### src/design/b36e_pkg.sv
`default_nettype none
package b36e_pkg;

	localparam int unsigned RADIX      = 36;
	localparam int unsigned DIGIT_W    = 6;
	localparam int unsigned CHAR_W     = 7;
	localparam int unsigned VALUE_W    = 128;
	localparam int unsigned SLICE_W    = 16;
	localparam int unsigned SLICES     = VALUE_W / SLICE_W;
	localparam int unsigned SLICE_IDXW = $clog2(SLICES);
	localparam int unsigned DIVIDEND_W = DIGIT_W + SLICE_W;

	// ceil(2^32 / 36); exact floor division for any dividend below 2^27
	localparam int unsigned RECIP_W     = 27;
	localparam int unsigned RECIP_SHIFT = 32;
	localparam logic [RECIP_W-1:0] RECIP = 27'd119304648;

	localparam logic [CHAR_W-1:0] CHAR_ZERO   = 7'd48;
	localparam logic [CHAR_W-1:0] CHAR_ALPHA  = 7'd87; // 'a' minus ten
	localparam logic [DIGIT_W-1:0] DEC_DIGITS = 6'd10;

	typedef struct packed {
		logic [SLICE_W-1:0] quot;
		logic [DIGIT_W-1:0] rem;
	} div_res_t;

	function automatic logic [CHAR_W-1:0] glyph(input logic [DIGIT_W-1:0] d);
		logic [CHAR_W-1:0] d_ext;
		d_ext = {1'b0, d};
		if (d < DEC_DIGITS) begin
			return CHAR_ZERO + d_ext;
		end
		return CHAR_ALPHA + d_ext;
	endfunction

endpackage
`default_nettype wire

### src/design/b36e_div_step.sv
`default_nettype none
// One radix-36 long-division step over a 16-bit slice: reciprocal multiply.
module b36e_div_step (
	input  wire logic [b36e_pkg::DIGIT_W-1:0] rem_in,
	input  wire logic [b36e_pkg::SLICE_W-1:0] slice,
	output b36e_pkg::div_res_t               res
);

	localparam int unsigned PROD_W = b36e_pkg::DIVIDEND_W + b36e_pkg::RECIP_W;

	logic [b36e_pkg::DIVIDEND_W-1:0] dividend;
	logic [PROD_W-1:0]               prod;
	logic [b36e_pkg::SLICE_W-1:0]    quot;
	logic [b36e_pkg::DIGIT_W-1:0]    quot_x36;

	assign dividend = {rem_in, slice};
	assign prod     = PROD_W'(dividend) * PROD_W'(b36e_pkg::RECIP);
	assign quot     = prod[b36e_pkg::RECIP_SHIFT +: b36e_pkg::SLICE_W];

	// remainder is below 36, so only the low six bits of 36*q matter
	assign quot_x36 = b36e_pkg::DIGIT_W'({quot, 5'b0} + {quot, 2'b0});

	assign res.quot = quot;
	assign res.rem  = dividend[b36e_pkg::DIGIT_W-1:0] - quot_x36;

endmodule
`default_nettype wire

### src/design/b36e_digit_ram.sv
`default_nettype none
module b36e_digit_ram #(
	parameter int unsigned DEPTH = 25
) (
	input  wire logic                         clk,
	input  wire logic                         wr_en,
	input  wire logic [$clog2(DEPTH)-1:0]     wr_addr,
	input  wire logic [b36e_pkg::DIGIT_W-1:0] wr_data,
	input  wire logic                         rd_en,
	input  wire logic [$clog2(DEPTH)-1:0]     rd_addr,
	output logic      [b36e_pkg::DIGIT_W-1:0] rd_data
);

	logic [b36e_pkg::DIGIT_W-1:0] mem [DEPTH];

	always_ff @(posedge clk) begin
		if (wr_en) begin
			mem[wr_addr] <= wr_data;
		end
		if (rd_en) begin
			rd_data <= mem[rd_addr];
		end
	end

endmodule
`default_nettype wire

### src/design/base36_encode_128_unit.sv
`default_nettype none
// Base-36 encoder for unsigned 128-bit numbers.
//
// Command channel: present value_high/value_low and raise start; the
// transaction is taken at a rising edge with start high and busy low.
// busy stays high until the last character has been read out.
//
// Result channel: each character appears for one cycle with strobe high,
// most significant digit first, lower-case alphabet 0-9a-z. last_char
// marks the final character. The receiver cannot stall the block, so
// every strobe must be taken as it comes. A zero input yields one '0'.
//
// Sequence: one shared 16-bit-slice divide-by-36 step runs once per cycle,
// one step per slice for each digit. A value with D digits (1 to 25) is
// divided digit by digit, then the digit RAM is read out top-down, and
// each character follows its RAM read. busy stays high through the divide
// and read phases; with start held high the next transaction is taken
// once busy drops, so a new number is taken only after the last read.
//
// Reset (arst_n low) returns the sequencer to idle and drops any pending
// character; the digit RAM holds no reset value and needs none.
module base36_encode_128_unit #(
	parameter int unsigned MAX_DIGITS = 25
) (
	input  wire logic                        clk,
	input  wire logic                        arst_n,
	input  wire logic                        start,
	output logic                             busy,
	input  wire logic [63:0]                 value_high,
	input  wire logic [63:0]                 value_low,
	output logic                             strobe,
	output logic [b36e_pkg::CHAR_W-1:0]      char_code,
	output logic                             last_char
);

	localparam int unsigned IDX_W = $clog2(MAX_DIGITS);
	localparam int unsigned CNT_W = $clog2(MAX_DIGITS + 1);
	localparam logic [CNT_W-1:0] CNT_MAX = CNT_W'(MAX_DIGITS);
	localparam logic [b36e_pkg::SLICE_IDXW-1:0] SLICE_LAST =
		b36e_pkg::SLICE_IDXW'(b36e_pkg::SLICES - 1);

	typedef enum logic [2:0] {
		ST_IDLE = 3'b001,
		ST_DIV  = 3'b010,
		ST_OUT  = 3'b100
	} state_t;

	state_t state_q;

	// quotient shift register: the top slice feeds the divider, the new
	// quotient slice enters at the bottom; after eight steps it is whole
	logic [b36e_pkg::VALUE_W-1:0]    resid_q;
	logic [b36e_pkg::DIGIT_W-1:0]    rem_q;
	logic                            qnz_q;
	logic [b36e_pkg::SLICE_IDXW-1:0] slice_q;
	logic [CNT_W-1:0]                cnt_q;
	logic [IDX_W-1:0]                rd_idx_q;

	logic                            strobe_s1;
	logic                            last_s1;
	logic [b36e_pkg::DIGIT_W-1:0]    digit_s1;

	b36e_pkg::div_res_t              step_res;
	logic                            accept;
	logic                            digit_done;
	logic                            quot_nz;
	logic                            rd_en;

	assign accept     = start && !busy;
	assign digit_done = (state_q == ST_DIV) && (slice_q == SLICE_LAST);
	assign quot_nz    = qnz_q || (step_res.quot != '0);
	assign rd_en      = (state_q == ST_OUT);

	b36e_div_step u_div (
		.rem_in (rem_q),
		.slice  (resid_q[b36e_pkg::VALUE_W-1 -: b36e_pkg::SLICE_W]),
		.res    (step_res)
	);

	b36e_digit_ram #(
		.DEPTH (MAX_DIGITS)
	) u_ram (
		.clk     (clk),
		.wr_en   (digit_done),
		.wr_addr (cnt_q[IDX_W-1:0]),
		.wr_data (step_res.rem),
		.rd_en   (rd_en),
		.rd_addr (rd_idx_q),
		.rd_data (digit_s1)
	);

	// sequencer: load, divide digit by digit, then drain the RAM top-down
	always_ff @(posedge clk or negedge arst_n) begin
		if (!arst_n) begin
			state_q   <= ST_IDLE;
			slice_q   <= '0;
			cnt_q     <= '0;
			rd_idx_q  <= '0;
			qnz_q     <= 1'b0;
			rem_q     <= '0;
			strobe_s1 <= 1'b0;
			last_s1   <= 1'b0;
		end else begin
			strobe_s1 <= 1'b0;
			last_s1   <= 1'b0;
			case (state_q)
				ST_IDLE: begin
					if (accept) begin
						state_q <= ST_DIV;
						slice_q <= '0;
						cnt_q   <= '0;
						qnz_q   <= 1'b0;
						rem_q   <= '0;
					end
				end
				ST_DIV: begin
					slice_q <= slice_q + 1'b1;
					if (digit_done) begin
						// digit stored; restart the remainder chain
						rem_q <= '0;
						qnz_q <= 1'b0;
						cnt_q <= cnt_q + 1'b1;
						if (!quot_nz || (cnt_q + 1'b1 == CNT_MAX)) begin
							state_q  <= ST_OUT;
							rd_idx_q <= cnt_q[IDX_W-1:0];
						end
					end else begin
						rem_q <= step_res.rem;
						qnz_q <= quot_nz;
					end
				end
				ST_OUT: begin
					strobe_s1 <= 1'b1;
					last_s1   <= (rd_idx_q == '0);
					if (rd_idx_q == '0) begin
						state_q <= ST_IDLE;
					end else begin
						rd_idx_q <= rd_idx_q - 1'b1;
					end
				end
				default: begin
					state_q <= ST_IDLE;
				end
			endcase
		end
	end

	// payload: load on accept, advance one slice per divide cycle
	always_ff @(posedge clk) begin
		if (accept) begin
			resid_q <= {value_high, value_low};
		end else if (state_q == ST_DIV) begin
			resid_q <= {resid_q[b36e_pkg::VALUE_W-b36e_pkg::SLICE_W-1:0], step_res.quot};
		end
	end

	assign busy      = (state_q != ST_IDLE);
	assign strobe    = strobe_s1;
	assign last_char = last_s1;
	assign char_code = b36e_pkg::glyph(digit_s1);

	// a character only follows a RAM read cycle
	a_strobe_after_read: assert property (@(posedge clk) disable iff (!arst_n)
		strobe |-> $past(state_q == ST_OUT))
		else $error("strobe without a preceding digit read");

	// an accepted transaction always enters the divide phase
	a_accept_divides: assert property (@(posedge clk) disable iff (!arst_n)
		(start && !busy) |=> (state_q == ST_DIV) && (cnt_q == '0))
		else $error("accepted transaction did not start dividing");

	// the digit count never passes the store depth
	a_cnt_bound: assert property (@(posedge clk) disable iff (!arst_n)
		cnt_q <= CNT_MAX)
		else $error("digit count overflow");

	// the final mark comes with a strobe and returns the block to idle
	a_last_idle: assert property (@(posedge clk) disable iff (!arst_n)
		last_char |-> strobe && (state_q == ST_IDLE))
		else $error("last character out of step with the sequencer");

endmodule
`default_nettype wire

### config.mk
export PLATFORM = sky130hd
export DESIGN_NAME = base36_encode_128_unit
export DESIGN_NICKNAME = d
export VERILOG_FILES = /design/src/design/b36e_pkg.sv /design/src/design/b36e_div_step.sv /design/src/design/b36e_digit_ram.sv /design/src/design/base36_encode_128_unit.sv
export SDC_FILE = /design/constraint.sdc
export NUM_CORES = 1
export LEC_CHECK = 0
export BUFFER_PORTS_ARGS = -buffer_cell sky130_fd_sc_hd__buf_2
export CELL_PAD_IN_SITES_DETAIL_PLACEMENT = 0
export CELL_PAD_IN_SITES_GLOBAL_PLACEMENT = 1
export CORE_UTILIZATION = 54
export CTS_CLUSTER_SIZE = 10
export DETAILED_ROUTE_END_ITERATION = 7
export GPL_ROUTABILITY_DRIVEN = 0
export PLACE_DENSITY = 0.95
export SLEW_MARGIN = 20
export SYNTH_ARGS = -nofsm -noshare
export SYNTH_HDL_FRONTEND = slang
export SYNTH_HIERARCHICAL = 1
export SYNTH_SLANG_ARGS = --single-unit
### constraint.sdc
create_clock -name clk -period 11.7 [get_ports clk]
set_input_delay 0 -clock clk [delete_from_list [all_inputs] [get_ports clk]]
set_output_delay 0 -clock clk [all_outputs]
set_load 0.01 [all_outputs]
==> results of run 1 <==
[flip-flops by register name, indices dropped and copies added, names as in the netlist]
signal         cells
cnt_q              5
last_char          1
qnz_q              1
rd_idx_q           5
rem_q              6
resid_q          128
slice_q            3
state_q            3
strobe             1
u_ram/mem        150
u_ram/rd_data      6
[path summary, 6_finish.rpt]
kind,startpoint,endpoint,slack (ns),depth (start not counted)
max,resid_q[125]$_DFFE_PP_,u_ram/mem[20][5]$_DFFE_PP_,3.32,28
min,arst_n,last_char$_DFF_PN0_,0.01,2
max reg2reg,resid_q[125]$_DFFE_PP_,u_ram/mem[20][5]$_DFFE_PP_,3.32,28
min reg2reg,slice_q[0]$_DFFE_PN0P_,slice_q[0]$_DFFE_PN0P_,0.50,1
max in group asynchronous,arst_n,rd_idx_q[0]$_DFFE_PN0P_,11.28,2
min in group clk,value_low[3],resid_q[3]$_DFFE_PP_,0.27,4
[worst max-delay path: cells and delay by family (launching register included)]
| kind | cells | cell delay (ns) |
|---|---|---|
| adder cells (fa/ha/maj) | 10 | 4.42 |
| XOR/XNOR | 4 | 1.16 |
| AO/OA/AOI/OAI | 6 | 0.94 |
| AND/OR/NAND/NOR | 3 | 0.70 |
| flip-flops | 1 | 0.53 |
| buffers and inverters | 5 | 0.28 |
[cells in the mapped netlist, types with 10 or more instances]
cell,number,area (um2)
nor2_1,49,184
mux4_2,21,473
nand4_1,12,75.1
dfrtp_1,24,601
a31oi_1,10,62.6
a21oi_1,34,170
o21ai_0,28,140
nor3_1,12,60.1
fa_1,138,2760
mux2i_1,19,190
ha_1,193,2410
a21o_1,11,82.6
nand3_1,17,85.1
nand2_1,424,1590
clkbuf_1,36,135
inv_1,258,968
edfxtp_1,284,8530
xnor2_1,24,210
[through the flow]
stage                     setup slack, ns  util [%]  cells
final                                3.32      64.6   2508
after floorplan                      3.73         -   1756
after global placement               3.30      58.2   2325
after global routing                 2.96      64.6   2508
after CTS                            2.93      64.6   2506
after detailed placement             2.99      58.2   2325
[kinds of logic (layout without fill, tap and decap cells)]
kind of cell / after synthesis / count (layout) / share of synthesized area, %
other: 0 / 2 / 0
buffers and inverters: 306 / 588 / 5.91
adder cells (fa/ha/maj): 331 / 331 / 25.6
flip-flops: 309 / 309 / 45.3
AO/OA/AOI/OAI: 158 / 158 / 5.51
XOR/XNOR: 30 / 30 / 1.30
AND/OR/NAND/NOR: 572 / 572 / 12.0
multiplexers: 50 / 50 / 4.38
[area by class of cell]
type / count / area (um2)
antenna: 2 / 5.00
clock buffer: 47 / 985
clock inverter: 4 / 48.8
fill: 2559 / 13000
inverter: 259 / 975
multi-input combinational: 1141 / 9910
sequential: 309 / 9160
tap: 468 / 586
timing repair buffer: 278 / 2060
[per-layer routing]
layer / vias to the layer above / global-route usage [%]
met4: 2 / 13.1
met5: - / 0
li1: 6458 / -
met2: 615 / 46.1
met1: 6711 / 32.3
met3: 163 / 5.27
==> run metrics, run 1 <==
Overall Global Routing Usage=26.8%; WL final=49.4 mm; antenna violations before repair=3; Die Area=38200 um2; Post-synth ARST share=8.09%; Post-Synthesis Cells=1756; Max Clk Rate=119 MHz; crit start category=flop; clk_lat worst skew=0.53 ns; Routed wire per std cell=19.7 um; area post-placement=21400 um2; Hold Slack=0.0140 ns; Final Cell Area=23700 um2; # IOs=141; clock root cell=clkbuf_16; slew of the pin with the lowest slew margin=1.08 ns; worst-case clock buffer depth=3; CTS Sinks=309; min-delay worst type=input port to async pin; Final Max Slew Viols=0; DR iter-0 viols=1103; RSZ-0062 raised after global routing=false; Avg Inst Size Synth=11.5 um2; Worst EP required=11.90 ns; global route overflow=0; library cells used by synthesis=78; # DRC=0; highest metal used=met5; # Post-CTS Setup Buffers=0; # resized after CTS=0; remaining antenna violation count=0; Slowest cell on crit path=xnor2_4; most frequent cells in the layout=424 x nand2_1, 284 x edfxtp_1, 257 x inv_1, 193 x ha_1, 140 x buf_2; crit-path max cell delay=0.67 ns; Reg clk slew, reported paths=0.05 ns; Yosys reg bits=309; ys flop type=edfxtp_1; area grow syn2layout=17.4%; vias per inst=5.56; number of nets in the layout=2488; 1st-pass router iterations=5; critical path endpoint category=flop; Synthesized Nets=2218; metal3 WL=3.51 mm; Final period util=71.7%; CTS Buf Count=37; Tmin final=8.38 ns; clock skew=0.0187 ns; Die Y=195 um; initial core utilization=55.1%; CTS tree=yes; share of layout cells above drive strength 1=12.4%; Slew HR=27.8%; EDFF count, synth=284; vias in the first global route=14890; port bufs=140; Hold Fails Final Rpt=0; first-pass GRT wire length=78.7 mm; commonest non-fill, non-tap cell in the layout=nand2_1; final setup fails=0; yosys warns=6; CP most frequent cell=fa_1; CP Class=flop to flop; Post-Syn Area=20200 um2; met2 wire len=24.4 mm; CTS HTree Levels=2; Core Box Area=36700 um2; Hold-fix buffers, CTS=130; Met1 Wirelength=18.9 mm; largest net degree at the start of global routing=104; WP data arrival=8.58 ns; status=completed; Die W=195 um; part of the Yosys area used for sequential elements=45.3%; Worst Path Max Fanout=26; final setup TNS=0 ns; Post-DP HPWL=34.9 mm; # rows=70; DR vias=13949; total of max-cap violations=0
Power of run 1 is left out: the tool's default activity adds up to more than one toggle a clock period on the data nets, which glitch-free logic cannot reach.
==> inputs of run 2 (changes only) <==
--- a/config.mk
+++ b/config.mk
@@ -8,11 +8,11 @@
 export BUFFER_PORTS_ARGS = -buffer_cell sky130_fd_sc_hd__buf_2
 export CELL_PAD_IN_SITES_DETAIL_PLACEMENT = 0
 export CELL_PAD_IN_SITES_GLOBAL_PLACEMENT = 1
-export CORE_UTILIZATION = 54
+export CORE_UTILIZATION = 45
 export CTS_CLUSTER_SIZE = 10
 export DETAILED_ROUTE_END_ITERATION = 7
 export GPL_ROUTABILITY_DRIVEN = 0
-export PLACE_DENSITY = 0.95
+export PLACE_DENSITY = 0.89
 export SLEW_MARGIN = 20
 export SYNTH_ARGS = -nofsm -noshare
 export SYNTH_HDL_FRONTEND = slang
==> constraint.sdc (replaced) <==
create_clock -name clk -period 7.55 [get_ports clk]
set_input_delay 0 -clock clk [delete_from_list [all_inputs] [get_ports clk]]
set_output_delay 0 -clock clk [all_outputs]
set_load 0.01 [all_outputs]
==> run 2 against run 1 <==
- the flow now finishes with violations (negative setup slack)
- design area up 5.1%
- core utilization down 8.3 points
- register-to-register slack worse by 3.3 ns
- sequential share of layout area down 1.9 points
- clock-buffer cell count is the same
- critical path type unchanged
==> run metrics, run 2 (synthesized netlist as in run 1, its figures left out) <==
antenna violations before repair=0; Post-DP HPWL=37.1 mm; WP data arrival=7.99 ns; CTS Buf Count=37; Reg clk slew, reported paths=0.06 ns; vias in the first global route=15130; 1st-pass router iterations=5; port bufs=140; CTS Sinks=309; Filler Cell Count=3454; Hold Fails Final Rpt=0; DR iter-0 viols=1003; area grow syn2layout=23.4%; CTS HTree Levels=2; Core Box Area=44200 um2; max reg flops=150; clock skew=0.00886 ns; initial core utilization=45.7%; share of layout cells above drive strength 1=19.6%; Die Y=214 um; Reg2Reg Setup Slack=-0.02 ns; Final period util=100%; Routed wire per std cell=19.2 um; RSZ-0062 raised after global routing=true; CP Class=flop to flop; Die W=214 um; # rows=77; vias per inst=5.30; Slowest cell on crit path=fa_2; clk_lat worst skew=0.53 ns; highest metal used=met4; largest net degree at the start of global routing=105; total of max-cap violations=0; first-pass GRT wire length=80.8 mm; CTS tree=yes; fin worst setup slack=-0.0239 ns; Overall Global Routing Usage=22.6%; met2 wire len=26.8 mm; Largest regs=u_ram/mem: 150 flops, resid_q: 128 flops; worst-case clock buffer depth=3; Max Clk Rate=132 MHz; slew of the pin with the lowest slew margin=1.03 ns; most frequent cells in the layout=423 x nand2_1, 284 x edfxtp_1, 234 x inv_1, 167 x ha_1, 140 x buf_2; commonest non-fill, non-tap cell in the layout=nand2_1; DR vias=14311; # diodes=0; metal3 WL=2.90 mm; Layout Cells excl Fill=2699; min-delay worst type=input port to async pin; # DRC=0; crit start category=flop; Tmin final=7.57 ns; critical path endpoint category=flop; Die Area=45800 um2; remaining antenna violation count=0; Slew HR=31.0%; # IOs=141; WL final=51.9 mm; Placed Cells=2493; Final Max Slew Viols=0; status=complete, but fails checks; Worst EP required=7.97 ns; crit-path max cell delay=0.58 ns; Biggest register=u_ram/mem; global route overflow=0; number of nets in the layout=2557; clock root cell=clkbuf_16; failing checks=negative setup slack; Worst Path Max Fanout=4; Met1 Wirelength=20.1 mm; final setup fails=1
## run 2: cell count changes in the layout (fill, tap and decap cells not counted), moves of 7 or more
| cell | delta |
|---|---|
| ha_1 | -26 |
| buf_6 | +7 |
| buf_4 | +59 |
| fa_2 | +20 |
| inv_1 | -23 |
| fa_1 | -20 |
| ha_4 | +21 |
| inv_2 | +23 |
## run 2: layer usage
layer  vias to the layer above  GRT usage, %
met1                      7002          27.3
li1                       6600             -
met3                       126          3.35
met4                         0          8.92
met5                         -             0
met2                       583          40.4
## run 2: area by class of cell
cell class              count  area (um2)  area share (%)
multi-input cells        1141       10400            41.5
flip-flops and latches    309        9160            36.7
repair buffers            347        2650            10.6
clock buffers              47         985            3.95
inverters                 259         975            3.91
well taps                 592         741            2.97
clock inverters             4        73.8           0.296
## run 2: worst max-delay path, delay by kind of cell, from the launching register on
family | cells | cell delay, ns
DFF | 1 | 0.43
adders and majority gates | 8 | 3.78
and+or+nand+nor | 4 | 0.92
AOI/OAI and AO/OA | 8 | 1.30
buffers and inverters | 6 | 0.54
muxes | 1 | 0.31
xor gates and xnor gates | 1 | 0.17
## run 2: worst paths after layout
| path | cells past startpoint | to | startpoint |
|---|---|---|---|
| setup reg to reg | 28 | rd_idx_q[1]$_DFFE_PN0P_ | resid_q[127]$_DFFE_PP_ |
| hold / removal | 2 | last_char$_DFF_PN0_ | arst_n |
| setup / recovery | 28 | rd_idx_q[1]$_DFFE_PN0P_ | resid_q[127]$_DFFE_PP_ |
| min in group clk | 4 | resid_q[69]$_DFFE_PP_ | value_high[5] |
| max in group asynchronous | 2 | rem_q[0]$_DFFE_PN0P_ | arst_n |
| hold reg to reg | 1 | slice_q[1]$_DFFE_PN0P_ | slice_q[1]$_DFFE_PN0P_ |
## run 2: timing repair
action,in CTS,in global routing
setup endpoints to repair,29,34
pin swaps,14,50
endpoints found under the hold margin,154,0
gates cloned,0,1
resized for setup,11,99
hold buffers,130,0
buffers inserted,5,19
## run 2: stage by stage
| step | hold slack [ns] | cell area [um2] | utilization, % | TNS (ns) | setup slack (ns) |
|---|---|---|---|---|---|
| global placement | 0.0330 | 21900 | 49.5 | 0 | 0.0662 |
| floorplan | -0.296 | 20200 | - | 0 | 0.0458 |
| finish | 0.00751 | 24900 | 56.4 | -0.0239 | -0.0239 |
| detailed placement | 0.0459 | 21900 | 49.5 | -0.405 | -0.0800 |
| global route | 0.0767 | 24900 | 56.4 | -6.86 | -0.252 |
| CTS | 0.0126 | 24300 | 55.0 | 0 | 0.00302 |
Power of run 2 is left out for the same reason.
==> inputs of run 3 (changes only) <==
--- a/config.mk
+++ b/config.mk
@@ -5,7 +5,7 @@
 export SDC_FILE = /design/constraint.sdc
 export NUM_CORES = 1
 export LEC_CHECK = 0
-export BUFFER_PORTS_ARGS = -buffer_cell sky130_fd_sc_hd__buf_2
+export BUFFER_PORTS_ARGS = -buffer_cell sky130_fd_sc_hd__buf_4
 export CELL_PAD_IN_SITES_DETAIL_PLACEMENT = 0
 export CELL_PAD_IN_SITES_GLOBAL_PLACEMENT = 1
 export CORE_UTILIZATION = 45
==> run 3 against run 2 <==
- the flow now finishes without violations
- critical path type unchanged
- first-iteration DRC count grew 7.5%
- non-clock buffer count shrank 18
- critical path depth is the same
- design area shrank 0.87%
- sequential share of layout area grew 0.31 points
- final cell count shrank 0.70%
- clock skew grew 0.0065 ns
- global-route usage grew 0.064 points
==> run metrics, run 3 (synthesized netlist as in run 1, its figures left out) <==
Die W=214 um; crit-path max cell delay=0.57 ns; DR vias=14279; port bufs=140; final setup TNS=0 ns; Hold Fails Final Rpt=0; antenna violations before repair=0; clk_lat worst skew=0.53 ns; Largest regs=u_ram/mem: 150 flops, resid_q: 128 flops; Slew HR=22.3%; Biggest register=u_ram/mem; largest net degree at the start of global routing=107; critical path endpoint category=flop; Slowest cell on crit path=or4_1; total of max-cap violations=0; CP Class=flop to flop; first-pass GRT wire length=81.1 mm; Final Max Slew Viols=0; final setup fails=0; remaining antenna violation count=0; CTS HTree Levels=2; number of nets in the layout=2539; Tmin final=7.53 ns; DR iter-0 viols=1078; # IOs=141; vias per inst=5.33; worst-case clock buffer depth=3; CP most frequent cell=fa_1; min-delay src=value_low[14]; min-delay worst type=input port to flop; most frequent cells in the layout=424 x nand2_1, 284 x edfxtp_1, 256 x inv_1, 194 x buf_4, 192 x ha_1; WL final=50.9 mm; global route overflow=0; commonest non-fill, non-tap cell in the layout=nand2_1; metal3 WL=2.78 mm; Die Area=45800 um2; Crit. Startpoint=resid_q[116]$_DFFE_PP_; 1st-pass router iterations=7; Core Box Area=44200 um2; Max Clk Rate=133 MHz; fin worst setup slack=0.0192 ns; area grow syn2layout=22.3%; highest metal used=met4; Filler Cell Count=3486; CTS tree=yes; reg-to-reg endpoint=rd_idx_q[1]$_DFFE_PN0P_; Overall Global Routing Usage=22.7%; worst reg2reg path depth=28; # DRC=0; setup slack at placement=0.0256 ns; clock skew=0.0154 ns; CTS Buf Count=37; Reg-to-Reg Start=resid_q[116]$_DFFE_PP_; clock root cell=clkbuf_16; crit start category=flop; Final period util=99.7%; slew of the pin with the lowest slew margin=1.16 ns; Reg clk slew, reported paths=0.05 ns; Routed wire per std cell=19.0 um; RSZ-0062 raised after global routing=true; Buffers & Inverters on Critical Path=6; worst hold path depth=4; Reg2Reg Setup Slack=0.02 ns; Worst EP required=7.97 ns; WP data arrival=7.95 ns; initial core utilization=45.7%; vias in the first global route=15159; # rows=77; CP top delay family=adder cells; status=completed; Hold Slack=0.281 ns; Levels on crit path=28; Worst Path Max Fanout=4; share of layout cells above drive strength 1=15.2%; Met1 Wirelength=20.3 mm; Final Util=55.9%; # diodes=0; Post-DP HPWL=36.9 mm; CTS Sinks=309; Die Y=214 um; met2 wire len=26.0 mm; Hold Path End=resid_q[14]$_DFFE_PP_; max reg flops=150
[run 3: worst register-to-register path: cells and delay by family, from the launching register on]
kind / cells / cell delay (ns)
buf+inv: 6 / 0.63
fa+ha+maj: 8 / 3.60
compound gates: 9 / 1.46
flops: 1 / 0.45
mux: 1 / 0.31
simple gates: 4 / 0.98
[run 3: worst max path at each step]
| stage | end | slack [ns] |
|---|---|---|
| 2_1_floorplan | u_ram/mem[0][5]$_DFFE_PP_ | 0.05 |
| 3_3_place_gp | u_ram/mem[18][5]$_DFFE_PP_ | 0.08 |
| 3_5_place_dp | u_ram/mem[19][5]$_DFFE_PP_ | 0.03 |
| 4_1_cts | u_ram/mem[21][5]$_DFFE_PP_ | 0.0006 |
| 5_1_grt | u_ram/mem[21][5]$_DFFE_PP_ | -0.31 |
| 6_report | rd_idx_q[1]$_DFFE_PN0P_ | 0.02 |
[run 3: what timing repair did]
action | CTS | global route
resized for setup | 1 | 15
pin swaps | 0 | 6
hold endpoints to repair | 154 | 0
hold buffers | 132 | 0
setup buffers | 1 | 4
cloned | 0 | 0
setup endpoints to repair | 14 | 60
[run 3: final cells by class]
type	instances	area, um2	share of cell area, %
clock inverter	4	75.1	0.304
sequential	309	9160	37.0
timing repair buffer	329	2840	11.5
tap	592	741	3.00
clock buffer	46	981	3.97
inverter	259	975	3.94
multi-input combinational	1141	9950	40.3
[run 3: stage by stage]
stage / std cells / instance area [um2]
global placement: 2493 / 22200
detailed placement: 2493 / 22200
global route: 2680 / 24700
CTS: 2676 / 24600
floorplan: 1756 / 20200
finish: 2680 / 24700
[run 3: routing by layer]
metal	global-route usage [%]	vias to the layer above
li1	-	6556
met1	27.9	7091
met2	40.5	522
met3	3.24	110
met4	7.79	0
met5	0	-
Power of run 3 is left out for the same reason.
